`config.mk`:
```
export PLATFORM = sky130hd
export DESIGN_NAME = swm_cell
export DESIGN_NICKNAME = d
export VERILOG_FILES = /design/src/design/swm_pkg.sv /design/src/design/swm_cell.sv
export SDC_FILE = /design/constraint.sdc
export NUM_CORES = 1
export LEC_CHECK = 0
export CAP_MARGIN = 25
export CORE_ASPECT_RATIO = 0.75
export CORE_MARGIN = 5
export CORE_UTILIZATION = 24
export CTS_BUF_LIST = sky130_fd_sc_hd__clkbuf_4
export DETAILED_ROUTE_END_ITERATION = 8
export DONT_BUFFER_PORTS = 1
export GPL_TIMING_DRIVEN = 1
export MAX_ROUTING_LAYER = met4
export PLACE_DENSITY_LB_ADDON = 0.1
export SLEW_MARGIN = 20
export SYNTH_ARGS = -nofsm -noshare
export SYNTH_HDL_FRONTEND = slang
export SYNTH_SLANG_ARGS = --single-unit
```
`constraint.sdc`:
```
create_clock -name i_clk -period 4.4 [get_ports i_clk]
set_input_delay 0.22 -clock i_clk [delete_from_list [all_inputs] [get_ports i_clk]]
set_output_delay 0.22 -clock i_clk [all_outputs]
set_load 0.01 [all_outputs]
```
`src/design/swm_pkg.sv`:
```
// ----------------------------------------------------------------------------
// swm_pkg: shared types and constants for the sliding window median block
// Sample, result and configuration types, and the control word that the
// top level broadcasts to every cell of the sorted chain.
// ----------------------------------------------------------------------------
package swm_pkg;

    localparam int SAMPLE_W = 32;
    localparam int MEDIAN_W = 33;
    localparam int CFG_W    = 7;
    // window size after reset
    localparam int WS_RESET = 3;

    typedef logic signed [SAMPLE_W-1:0] t_sample;
    typedef logic signed [MEDIAN_W-1:0] t_median;
    typedef logic [CFG_W-1:0]           t_cfg;

    // broadcast to every cell for one accepted word
    typedef struct packed {
        logic    load;       // update the chain this cycle
        logic    evict;      // window full: drop one copy of evict_val first
        t_sample sample;     // value to insert
        t_sample evict_val;  // oldest value of the window
    } t_cell_ctrl;

endpackage

```
`src/design/swm_cell.sv`:
```
// ----------------------------------------------------------------------------
// swm_cell: one slot of the sorted window chain
// Holds one ordered sample. An update on a full window removes the oldest value from the
// chain (cells at or above it pull from the right) and inserts the new
// sample (cells above it pull from the left), using only neighbour data.
// ----------------------------------------------------------------------------
module swm_cell #(
    parameter int INDEX = 0,
    parameter int KW    = 7
) (
    input  logic                i_clk,
    input  swm_pkg::t_cell_ctrl i_ctrl,
    input  logic [KW-1:0]       i_count,
    input  logic [KW-1:0]       i_mid_lo,
    input  logic [KW-1:0]       i_mid_hi,
    input  swm_pkg::t_sample    i_next_val,
    input  logic                i_next_lt,
    input  swm_pkg::t_sample    i_prev_rem,
    input  logic                i_prev_lt_rem,
    output swm_pkg::t_sample    o_val,
    output logic                o_lt,
    output swm_pkg::t_sample    o_rem,
    output logic                o_lt_rem,
    output swm_pkg::t_sample    o_tap_lo,
    output swm_pkg::t_sample    o_tap_hi
);

    swm_pkg::t_sample r_val;
    swm_pkg::t_sample r_tap_lo;
    swm_pkg::t_sample r_tap_hi;
    swm_pkg::t_sample n_val;
    logic             held;
    logic             ge_evict;

    // compare against the new sample and the value being evicted
    always_comb begin
        held     = KW'(INDEX) < i_count;
        o_lt     = held && (r_val < i_ctrl.sample);
        ge_evict = i_ctrl.evict && (r_val >= i_ctrl.evict_val);
        // after removal: slots from the evicted one upwards take the right neighbour
        o_rem    = ge_evict ? i_next_val : r_val;
        o_lt_rem = ge_evict ? i_next_lt : o_lt;
        // after insertion: keep smaller, take the sample at the gap, else shift up
        if (o_lt_rem) begin
            n_val = o_rem;
        end else if (i_prev_lt_rem) begin
            n_val = i_ctrl.sample;
        end else begin
            n_val = i_prev_rem;
        end
    end

    // advance the slot and latch the median taps
    always_ff @(posedge i_clk) begin
        if (i_ctrl.load) begin
            r_val    <= n_val;
            r_tap_lo <= (KW'(INDEX) == i_mid_lo) ? n_val : '0;
            r_tap_hi <= (KW'(INDEX) == i_mid_hi) ? n_val : '0;
        end
    end

    assign o_val    = r_val;
    assign o_tap_lo = r_tap_lo;
    assign o_tap_hi = r_tap_hi;

endmodule

```
**Yosys cells after proc, flatten, opt, wreduce, memory -nomap -nowiden**

Cells that the tools add are included.

- Order comparisons: 3
- Mux-type cells: 4
- Reduce and logical (&&, ||, !) cells: 4

Operators with widths:

| operator | number |
|---|---|
| $mux W32 | 3 |
| $ge A32 B32 Y1 | 1 |
| $lt A32 B32 Y1 | 1 |
| $logic_not A7 Y1 | 2 |
| $lt A1 B7 Y1 const A | 1 |
| $logic_and A1 B1 Y1 | 2 |
| $mux W1 | 1 |

- Flip-flop bits (word level): 96
- Input port bits: 154
- Output and inout port bits: 130
- Logic and storage cells: 14

**Longest topological paths before layout**

Gate-level depths: netlist (run 1).

- Depth in word-level cells: 4
- Mapped depth: 12
- Mapped depth without buffers: 10

**Least setup slack after synthesis (run 1)**

OpenSTA, ideal clock, no wires.

- Path type: reg2reg
- Start: register r_val[27], in the netlist o_val[27]
- End: register r_tap_hi[10], in the netlist o_tap_hi[10] (data pin)
- Setup time: 0.257 ns
- Arrival: 2.498 ns
- Required time: 4.143 ns
- Slack: 1.645 ns
- Cell stages (with the launch flop): 12
- Buffers on the path: 3
- Clock period less this slack: 2.755 ns
- Cells stage by stage: edfxtp_1 -> ha_1 -> nand4_2 -> nor4_4 -> a221oi_1 -> and3_4 -> o221a_4 -> a21bo_1 -> buf_6 -> buf_6 -> buf_6 -> o2111a_1

- Longest elaborated chain between the ends: 4
- Elaborated cells between the ends (all ways): 7
- Those cells by class: 2 x order compare; 3 x mux; 2 x reduce/logical

Ends and longest elaborated chain:

| item | line | source |
|---|---|---|
| start, declared | swm_cell.sv:28 | `swm_pkg::t_sample r_val;` |
| start signal, assigned | swm_cell.sv:56 | `r_val <= n_val;` |
| $ge A32 B32 Y1 / $lt A32 B32 Y1 (equally long branches) | swm_cell.sv:39, swm_cell.sv:38 |  |
| $logic_and A1 B1 Y1 (on tied branches) | swm_cell.sv:39, swm_cell.sv:38 |  |
| $mux W32 / $mux W1 (equally long branches) | swm_cell.sv:41, swm_cell.sv:42 |  |
| $mux W32 (*) | swm_cell.sv:44 | `if (o_lt_rem) begin` |
| end signal, assigned | swm_cell.sv:58 | `r_tap_hi <= (KW'(INDEX) == i_mid_hi) ? n_val : '0;` |
| end, declared | swm_cell.sv:30 | `swm_pkg::t_sample r_tap_hi;` |

Mark *: on every way between the ends. The rest lies on a longest branch, timed or not.
A chain may end at the register's enable or synchronous reset.

**Final worst setup path (run 1)**

- Start: register r_val[0], in the netlist o_val[0]
- End: output o_rem[0]

- Longest elaborated chain between the ends: 3

Ends and longest elaborated chain:

| item | line | source |
|---|---|---|
| $ge A32 B32 Y1 | swm_cell.sv:39 | `ge_evict = i_ctrl.evict && (r_val >= i_ctrl.evict_val);` |
| $logic_and A1 B1 Y1 | swm_cell.sv:39 |  |
| $mux W32 (*) | swm_cell.sv:41 | `o_rem = ge_evict ? i_next_val : r_val;` |
| end, declared | swm_cell.sv:22 | `output swm_pkg::t_sample o_rem,` |

Marks and branches as above.

==> flow_summary.yaml, run 1 <==
layout:
  stdcell_area_mm2: 0.007675
  area.sequential_mm2: 0.002883
  multiInputGateArea_mm2: 0.003472
  nets: 844
  utilization_pct: 27.43
  drive_gt1_share_pct: 15.19
  area_delta_synth_final_pct: 12.99
  fillers: 2970
clock_tree:
  clk_pin_slew_ps: 180
  holdBufCountCts: 32
  post_cts_resize_count: 0
  postCtsSetupBuffers: 0
  cts-htree-levels: 3
  clockRootBuffer: "clkbuf_4"
  cts_made_buffers: 9
  clockBufferDepth: 2
  cts.sinks: 96
  clk_latency_ps: 500
  cts_tree: "yes"
critical_path:
  r2r-end: "o_tap_hi[13]$_SDFFCE_PP0P_"
  crit_type: "reg2out"
  endpoint_kind: "primary output"
  rr_startpoint: "o_val[1]$_DFFE_PP_"
  crit_path_start_kind: "flip-flop"
  cp-endpoint: "o_rem[0]"
  reg2reg_depth: 10
  critPathArrivalTime_ps: 3760
  rrSetupSlack_ps: 490
  startpoint: "o_val[0]$_DFFE_PP_"
  cp_max_fo: 18
  cp.required_ps: 4180
drt:
  vias: 5121
  drc_errors: 0
  dr.pass1.iters: 4
  viasPerCell: 5.026
  wl_per_cell_um: 23.95
  ant_nets: 0
  drt_iter0_drc: 232
  routed_wl_um: 24400
placement:
  hpwl_um: 18310
  dpl_cell_area_mm2: 0.007163
  pre_cts_slack_ps: 368.2
  io_buffers: 0
  place.gp.congestion: 0.7969
synth:
  synth-seq-cells: 96
  seq_area_frac_synth_pct: 42.44
  syn_nets: 826
  synth_adder_area_share_pct: 11.60
  netlist_top_cells_count: "edfxtp_1, ha_1, inv_1"
  synth-compound-area-share_pct: 13.45
  yosysTopAreaCell: "edfxtp_1"
  yosys.area_share.simple_pct: 15.95
  synth.area.top_cells: "edfxtp_1, ha_1, o2111a_1, mux2_2, mux2i_1"
  synthFlopType: "edfxtp_1"
  muxShareOfSynthArea_pct: 9.854
  synth_top_area_share_pct: 42.44
  synth_edf_count: 96
  syn-cell-area_mm2: 0.006793
  synth_most_common_cell: "edfxtp_1"
  synth_top_family_by_area: "simple AND/OR/NAND/NOR gates"
  syn_inst: 609
  synthArstFlopShare_pct: 0
  synth_xor_area_share_pct: 0
  ys_types: 47
  avgSynthCellArea_um2: 11.15
  yosys_warnings: 0
power:
  p_leak_nw: 3.046
  p_per_area_mw_per_mm2: 589.8
  irDropWorstVdd_mv: 0.1953
global_route:
  grtUsageTotal_pct: 15.28
  grt_pass1_wl_um: 35170
  gr-total-overflow: 0
  grt_pass1_vias: 5382
  antenna_found_initial: 2
  grt_max_degree: 97
timing:
  rsz0062_at_grt: "no"
  fin_crit_sh_pct: 90.41
  tns_ps: 0
  slew_headroom_pct: 43.22
  setup_ws_ps: 422.1
  hold_viol: 0
  fin_crit_ps: 3978
  clock_skew_ps: 29.58
  worstMarginPinSlew_ps: 830.2
  slew_viol_final: 0
  setup_viol: 0
  hold_slack_ps: 77.15
  clock.fmax_mhz: 251.4
floorplanning:
  die_width_um: 204.3
  core_region_area_mm2: 0.02798
  dieArea_mm2: 0.03180
  die_h_um: 155.7
  std_cell_rows: 53
  num_io_pins: 284
  start_util_pct: 24.27
flow_run:
  drv_cap: 0
status:
  status: "finished clean"
worst_hold_path:
  hp-class: "in2reg"
## sequential cells by signal, summed over array words and instances, names as in the netlist
name / flops
o_val: 32
o_tap_hi: 32
o_tap_lo: 32
## how the worst min path moves through the flow
stage,to,cells after the start,startpoint,slack (ps)
2_1_floorplan,o_tap_hi[0]$_SDFFCE_PP0P_,0,i_ctrl[65],330
3_3_place_gp,o_tap_hi[27]$_SDFFCE_PP0P_,0,i_ctrl[65],340
3_5_place_dp,o_tap_lo[27]$_SDFFCE_PP0P_,0,i_ctrl[65],340
4_1_cts,o_val[0]$_DFFE_PP_,2,i_next_val[0],20
5_1_grt,o_val[0]$_DFFE_PP_,2,i_next_val[0],30
6_report,o_val[0]$_DFFE_PP_,2,i_next_val[0],80
## cell type report
type,instances,area share (%)
inverters,63,3.081
clock inverters,7,1.321
multi-input cells,419,45.24
repair buffers,38,5.575
clock buffers,9,0.8803
diodes,2,0.06521
flip-flops and latches,96,37.56
well taps,385,6.276
## critical path: stages, from the launching register on
cell and delay, ps:
edfxtp_1 520, inv_1 130, ha_1 230, nand2b_1 140, a211oi_1 280, o21bai_1 180
a211oi_1 470, o221a_4 300, nand2_2 340, buf_12 320, o21ai_0 350
## logic make-up after synthesis
family                     count (synthesis)
AOI/OAI and AO/OA                        106
adders and majority gates                 63
buffers and inverters                     94
DFF                                       96
muxes                                     63
and+or+nand+nor                          187
## metrics by stage
step,power (mW),instances
3_3_place_gp,3.915,968
6_report,4.527,1019
5_1_grt,4.903,1019
4_1_cts,4.633,1017
2_1_floorplan,3.341,609
3_5_place_dp,3.935,969
## metal layers
layer / part of all wire, % / GRT usage, % / routed length, µm / vias up
met5: 0 / - / 0 / -
met4: 1.6 / 3.954 / 394 / 0
met3: 7.5 / 4.676 / 1823 / 20
met2: 44 / 22.65 / 10760 / 205
met1: 47 / 20.43 / 11420 / 2511
li1: - / - / - / 2385
## where the power goes
group | internal [mW] | switching, mW | total [mW] | leakage [nW]
clock network | 0.236 | 0.369 | 0.605 | 0.0836
registers | 1.27 | 0.375 | 1.65 | 0.969
logic | 0.943 | 1.33 | 2.27 | 1.99
## cell usage in the layout (no fill, tap or decap), types with 2 or more instances in the layout
master         count
nand2_1           22
inv_6              3
diode_2            2
a211oi_1           4
o21a_1             2
nand3_1           23
ha_1              63
or2_2             18
o211a_1           18
mux2i_1           32
clkinvlp_4         2
dlygate4sd3_1     31
o21ai_0            9
and3_4            15
nand4_1            9
nor4_1            31
clkbuf_4           9
a21oi_1           24
bufinv_16          2
nor2_1            35
nor3_1            19
edfxtp_1          96
mux2_2            31
inv_1             63
nand2b_1           4
buf_4              2
buf_12             3
o2111a_1          36
Note: power is estimated with default switching activity, not from simulation.
==> run 2, diff against run 1 <==
==> constraint.sdc (replaced) <==
create_clock -name i_clk -period 4.4 [get_ports i_clk]
set_input_delay 0.66 -clock i_clk [delete_from_list [all_inputs] [get_ports i_clk]]
set_output_delay 0.66 -clock i_clk [all_outputs]
set_load 0.01 [all_outputs]
==> run 2 against run 1 <==
  * Largest power group unchanged
  * Highest routed layer unchanged
  * Critical path depth increased by 1
  * Power down 0.73%
  * Die area unchanged
  * Critical path type unchanged
  * Sequential power about the same
  * Non-clock buffer count shrank 25
  * Clock power decreased by 17%
==> flow_summary.yaml, run 2 (synthesis results as in run 1) <==
status:
  status: "finished clean"
drt:
  ant_nets: 0
  vias: 5009
  routed_wl_um: 24780
  viasPerCell: 5.039
  wl_per_cell_um: 24.93
  drc_errors: 0
  drt_iter0_drc: 194
  dr.pass1.iters: 4
timing:
  hold_viol: 0
  slew_headroom_pct: 46.93
  setup_viol: 0
  rsz0062_at_grt: "no"
  slew_viol_final: 0
  fin_crit_ps: 4190
  worstMarginPinSlew_ps: 794.2
  fin_crit_sh_pct: 95.22
  clock.fmax_mhz: 238.7
  tns_ps: 0
  clock_skew_ps: 20.91
layout:
  area_delta_synth_final_pct: 8.270
  layout_common_cells: "edfxtp_1, inv_1, ha_1"
  stdcell_area_mm2: 0.007355
  layout_commonest_cell: "edfxtp_1"
  nets: 820
  drive_gt1_share_pct: 16.80
critical_path:
  crit_chain: "inv_1, ha_1, nand2b_1, a211oi_1, o21bai_1, a211oi_1, buf_4, o221a_4, nand2_2, buf_4, o21ai_0"
  slowest_stage: "edfxtp_1"
  endpoint_kind: "primary output"
  crit_type: "reg2out"
  cp_max_fo: 16
  slowest_delay_ps: 530
  path_delay_family: "compound AO/OA/AOI/OAI gates"
  critPathArrivalTime_ps: 3530
  critPathBufInv: 3
  crit_path_start_kind: "flip-flop"
  cp.required_ps: 3740
clock_tree:
  cts_made_buffers: 9
  clockBufferDepth: 2
  clockRootBuffer: "clkbuf_4"
  holdBufCountCts: 0
  clk_pin_slew_ps: 160
  clk_latency_ps: 480
  cts-htree-levels: 3
  cts.sinks: 96
  cts_tree: "yes"
global_route:
  grt_pass1_wl_um: 35180
  grt_max_degree: 97
  grtUsageTotal_pct: 15.26
  grt_pass1_vias: 5391
  gr-total-overflow: 0
  antenna_found_initial: 2
floorplanning:
  die_h_um: 155.7
  die_width_um: 204.3
  start_util_pct: 24.27
  num_io_pins: 284
  core_region_area_mm2: 0.02798
  std_cell_rows: 53
  dieArea_mm2: 0.03180
placement:
  io_buffers: 0
  place.gp.congestion: 0.8165
  dpl_cell_area_mm2: 0.007188
  hpwl_um: 18680
worst_hold_path:
  hp-class: "in2reg"
power:
  power_mw: 4.494
  p_per_area_mw_per_mm2: 611.0
  p_leak_nw: 2.938
  irDropWorstVdd_mv: 0.2284
flow_run:
  drv_cap: 0
[run 2: cell types whose count changed in the layout (fill, tap and decap cells not counted), sizes merged]
cell	change
clkinv	+4
bufinv	-1
inv	-3
clkinvlp	-1
dlygate4sd3	-31
nand3	+1
buf	+6
[run 2: power breakdown]
part           leakage (nW)  internal, mW  total, mW  switching, mW
Combinational          1.90         0.957       2.34           1.38
Clock                0.0715         0.169      0.505          0.336
Sequential            0.969          1.27       1.65          0.377
Total                  2.94          2.40       4.49           2.09
[run 2: area by class of cell]
class	instances	area, µm²
Fill cell	2965	20630
Multi-Input combinational cell	420	3490
Sequential cell	96	2883
Tap cell	385	481.7
Inverter	63	236.5
Timing Repair Buffer	13	130.1
Clock buffer	9	67.56
Clock inverter	6	61.31
Antenna cell	2	5.005
[run 2: metrics by stage]
step / cells / hold slack [ps] / util (%) / setup WS, ps
6_report: 994 / 279.6 / 26.28 / 210.4
5_1_grt: 994 / 207.6 / 26.28 / 1.834
4_1_cts: 989 / 211.4 / 26.15 / 37.10
3_5_place_dp: 974 / 785.1 / 25.69 / 297.5
3_3_place_gp: 973 / 782.6 / 25.63 / 230.0
2_1_floorplan: 609 / 723.7 / - / 1108
[run 2: layer usage]
metal | global-route usage (%) | part of all wire (%) | vias to the layer above
met5 | - | 0 | -
met4 | 4.050 | 1.7 | 0
met3 | 4.323 | 7.5 | 19
met2 | 23.36 | 44 | 221
met1 | 19.98 | 46 | 2429
li1 | - | - | 2340
[run 2: final timing paths]
check	startpoint	slack, ps	cells after the start	endpoint
min	i_ctrl[65]	280	0	o_tap_hi[27]$_SDFFCE_PP0P_
max	o_val[0]$_DFFE_PP_	210	11	o_rem[0]
max reg2reg	o_val[15]$_DFFE_PP_	520	11	o_tap_hi[24]$_SDFFCE_PP0P_
min reg2reg	o_val[0]$_DFFE_PP_	860	2	o_val[0]$_DFFE_PP_
[run 2: timing repair]
item                       4_1_cts  5_1_grt
setup buffers                    0        2
setup endpoints to repair        0        1
resized for setup                0        2
==> run 3, diff against run 2 <==
- clock period: 4.4 -> 4.3 ns (I/O delays scaled with it)
==> run 3 against run 2 <==
  * Largest cell class unchanged
  * Highest routed layer unchanged
  * Power is 3.8% higher
  * Clock skew is 10 ps lower
  * Count of clock-buffer cells in the layout is 1 higher
==> flow_summary.yaml, run 3 (synthesis results as in run 1) <==
status:
  status: "finished clean"
critical_path:
  critPathArrivalTime_ps: 3450
  cp.required_ps: 3650
  crit_chain: "ha_4, nand4_1, nor4_4, a221oi_1, and3_4, o221a_4, nand2_2, buf_8, mux2_2"
  cp_max_fo: 17
  crit_path_start_kind: "flip-flop"
  slowest_stage: "edfxtp_1"
  crit_type: "reg2out"
  slowest_delay_ps: 610
  endpoint_kind: "primary output"
layout:
  area_delta_synth_final_pct: 8.970
  final_cell_count_no_fill: 993
  nets: 819
  layout_common_cells: "edfxtp_1, inv_1, ha_1"
  layout_commonest_cell: "edfxtp_1"
  stdcell_area_mm2: 0.007402
  drive_gt1_share_pct: 17.16
  fillers: 2971
timing:
  setup_ws_ps: 205.4
  clock.fmax_mhz: 244.2
  clock_skew_ps: 10.89
  slew_headroom_pct: 44.39
  hold_viol: 0
  worstMarginPinSlew_ps: 832.1
  slew_viol_final: 0
  fin_crit_sh_pct: 95.22
  fin_crit_ps: 4095
  setup_viol: 0
placement:
  dpl_cell_area_mm2: 0.007192
  io_buffers: 0
  place_inst: 972
  hpwl_um: 18300
  place.gp.congestion: 0.7853
  pre_cts_slack_ps: 221.1
power:
  p_leak_nw: 2.943
  power_mw: 4.663
  irDropWorstVdd_mv: 0.1707
  p_per_area_mw_per_mm2: 630.0
clock_tree:
  cts.sinks: 96
  clockRootBuffer: "clkbuf_4"
  clk_latency_ps: 500
  cts_made_buffers: 9
  cts_tree: "yes"
  cts-htree-levels: 3
  clk_pin_slew_ps: 160
  holdBufCountCts: 0
  clockBufferDepth: 2
global_route:
  grt_pass1_vias: 5231
  grt_max_degree: 97
  grtUsageTotal_pct: 15.24
  antenna_found_initial: 2
  grt_pass1_wl_um: 34910
  gr-total-overflow: 0
floorplanning:
  die_width_um: 204.3
  dieArea_mm2: 0.03180
  die_h_um: 155.7
  core_region_area_mm2: 0.02798
  start_util_pct: 24.27
  std_cell_rows: 53
  num_io_pins: 284
drt:
  ant_nets: 0
  wl_per_cell_um: 24.95
  vias: 5025
  routed_wl_um: 24770
  drt_iter0_drc: 222
  viasPerCell: 5.060
  dr.pass1.iters: 4
  drc_errors: 0
worst_hold_path:
  hp-class: "in2reg"
flow_run:
  drv_cap: 0
## run 3: cell count changes in the layout (fill, tap and decap cells not counted), sizes merged
cell / before / now
clkinv: 4 / 2
clkbuf: 9 / 10
clkinvlp: 1 / 2
buf: 13 / 12
## run 3: layout make-up
cell class / count / area (µm²) / area share, %
flip-flops and latches: 96 / 2883 / 38.95
clock inverters: 5 / 58.81 / 0.7945
clock buffers: 10 / 75.07 / 1.014
inverters: 63 / 236.5 / 3.195
diodes: 2 / 5.005 / 0.06761
repair buffers: 12 / 155.1 / 2.096
multi-input cells: 420 / 3507 / 47.38
well taps: 385 / 481.7 / 6.508
## run 3: through the flow
step	hold slack, ps	utilization [%]	setup TNS (ps)
after floorplan	723.7	-	0
after global placement	768.3	25.69	0
after detailed placement	770.4	25.70	0
after CTS	194.9	26.31	0
after global routing	178.2	26.45	-204.1
final	250.8	26.45	0
## run 3: routing by layer
metal  share of wire, %  track usage [%]
met5                  0                -
met4               0.67            3.029
met3                6.8            4.426
met2                 45            23.20
met1                 48            20.38
## run 3: worst paths after layout
| check | from | end | slack, ps | cells past startpoint |
|---|---|---|---|---|
| max | o_val[31]$_DFFE_PP_ | o_rem[6] | 210 | 9 |
| min | i_ctrl[65] | o_tap_lo[28]$_SDFFCE_PP0P_ | 250 | 0 |
| max reg2reg | o_val[14]$_DFFE_PP_ | o_tap_lo[24]$_SDFFCE_PP0P_ | 440 | 11 |
| min reg2reg | o_val[0]$_DFFE_PP_ | o_val[0]$_DFFE_PP_ | 850 | 2 |
## run 3: what timing repair did
item / CTS / global route
pin swaps: 2 / 2
endpoints found under the setup margin: 1 / 33
gates cloned: 1 / 0
gates resized for setup: 2 / 5
endpoints found under the hold margin: 0 / 0
setup buffers: 2 / 1
## run 3: where the power goes
group,switching [mW],total [mW],internal [mW]
logic,1.41,2.44,1.03
registers,0.387,1.69,1.30
clock network,0.354,0.534,0.181
## run 3: critical path, delay by kind of cell (launching register included)
family / cells / cell delay (ps)
and+or+nand+nor: 4 / 950
buffers and inverters: 1 / 200
muxes: 1 / 390
adders and majority gates: 1 / 370
AOI/OAI and AO/OA: 2 / 400
DFF: 1 / 610
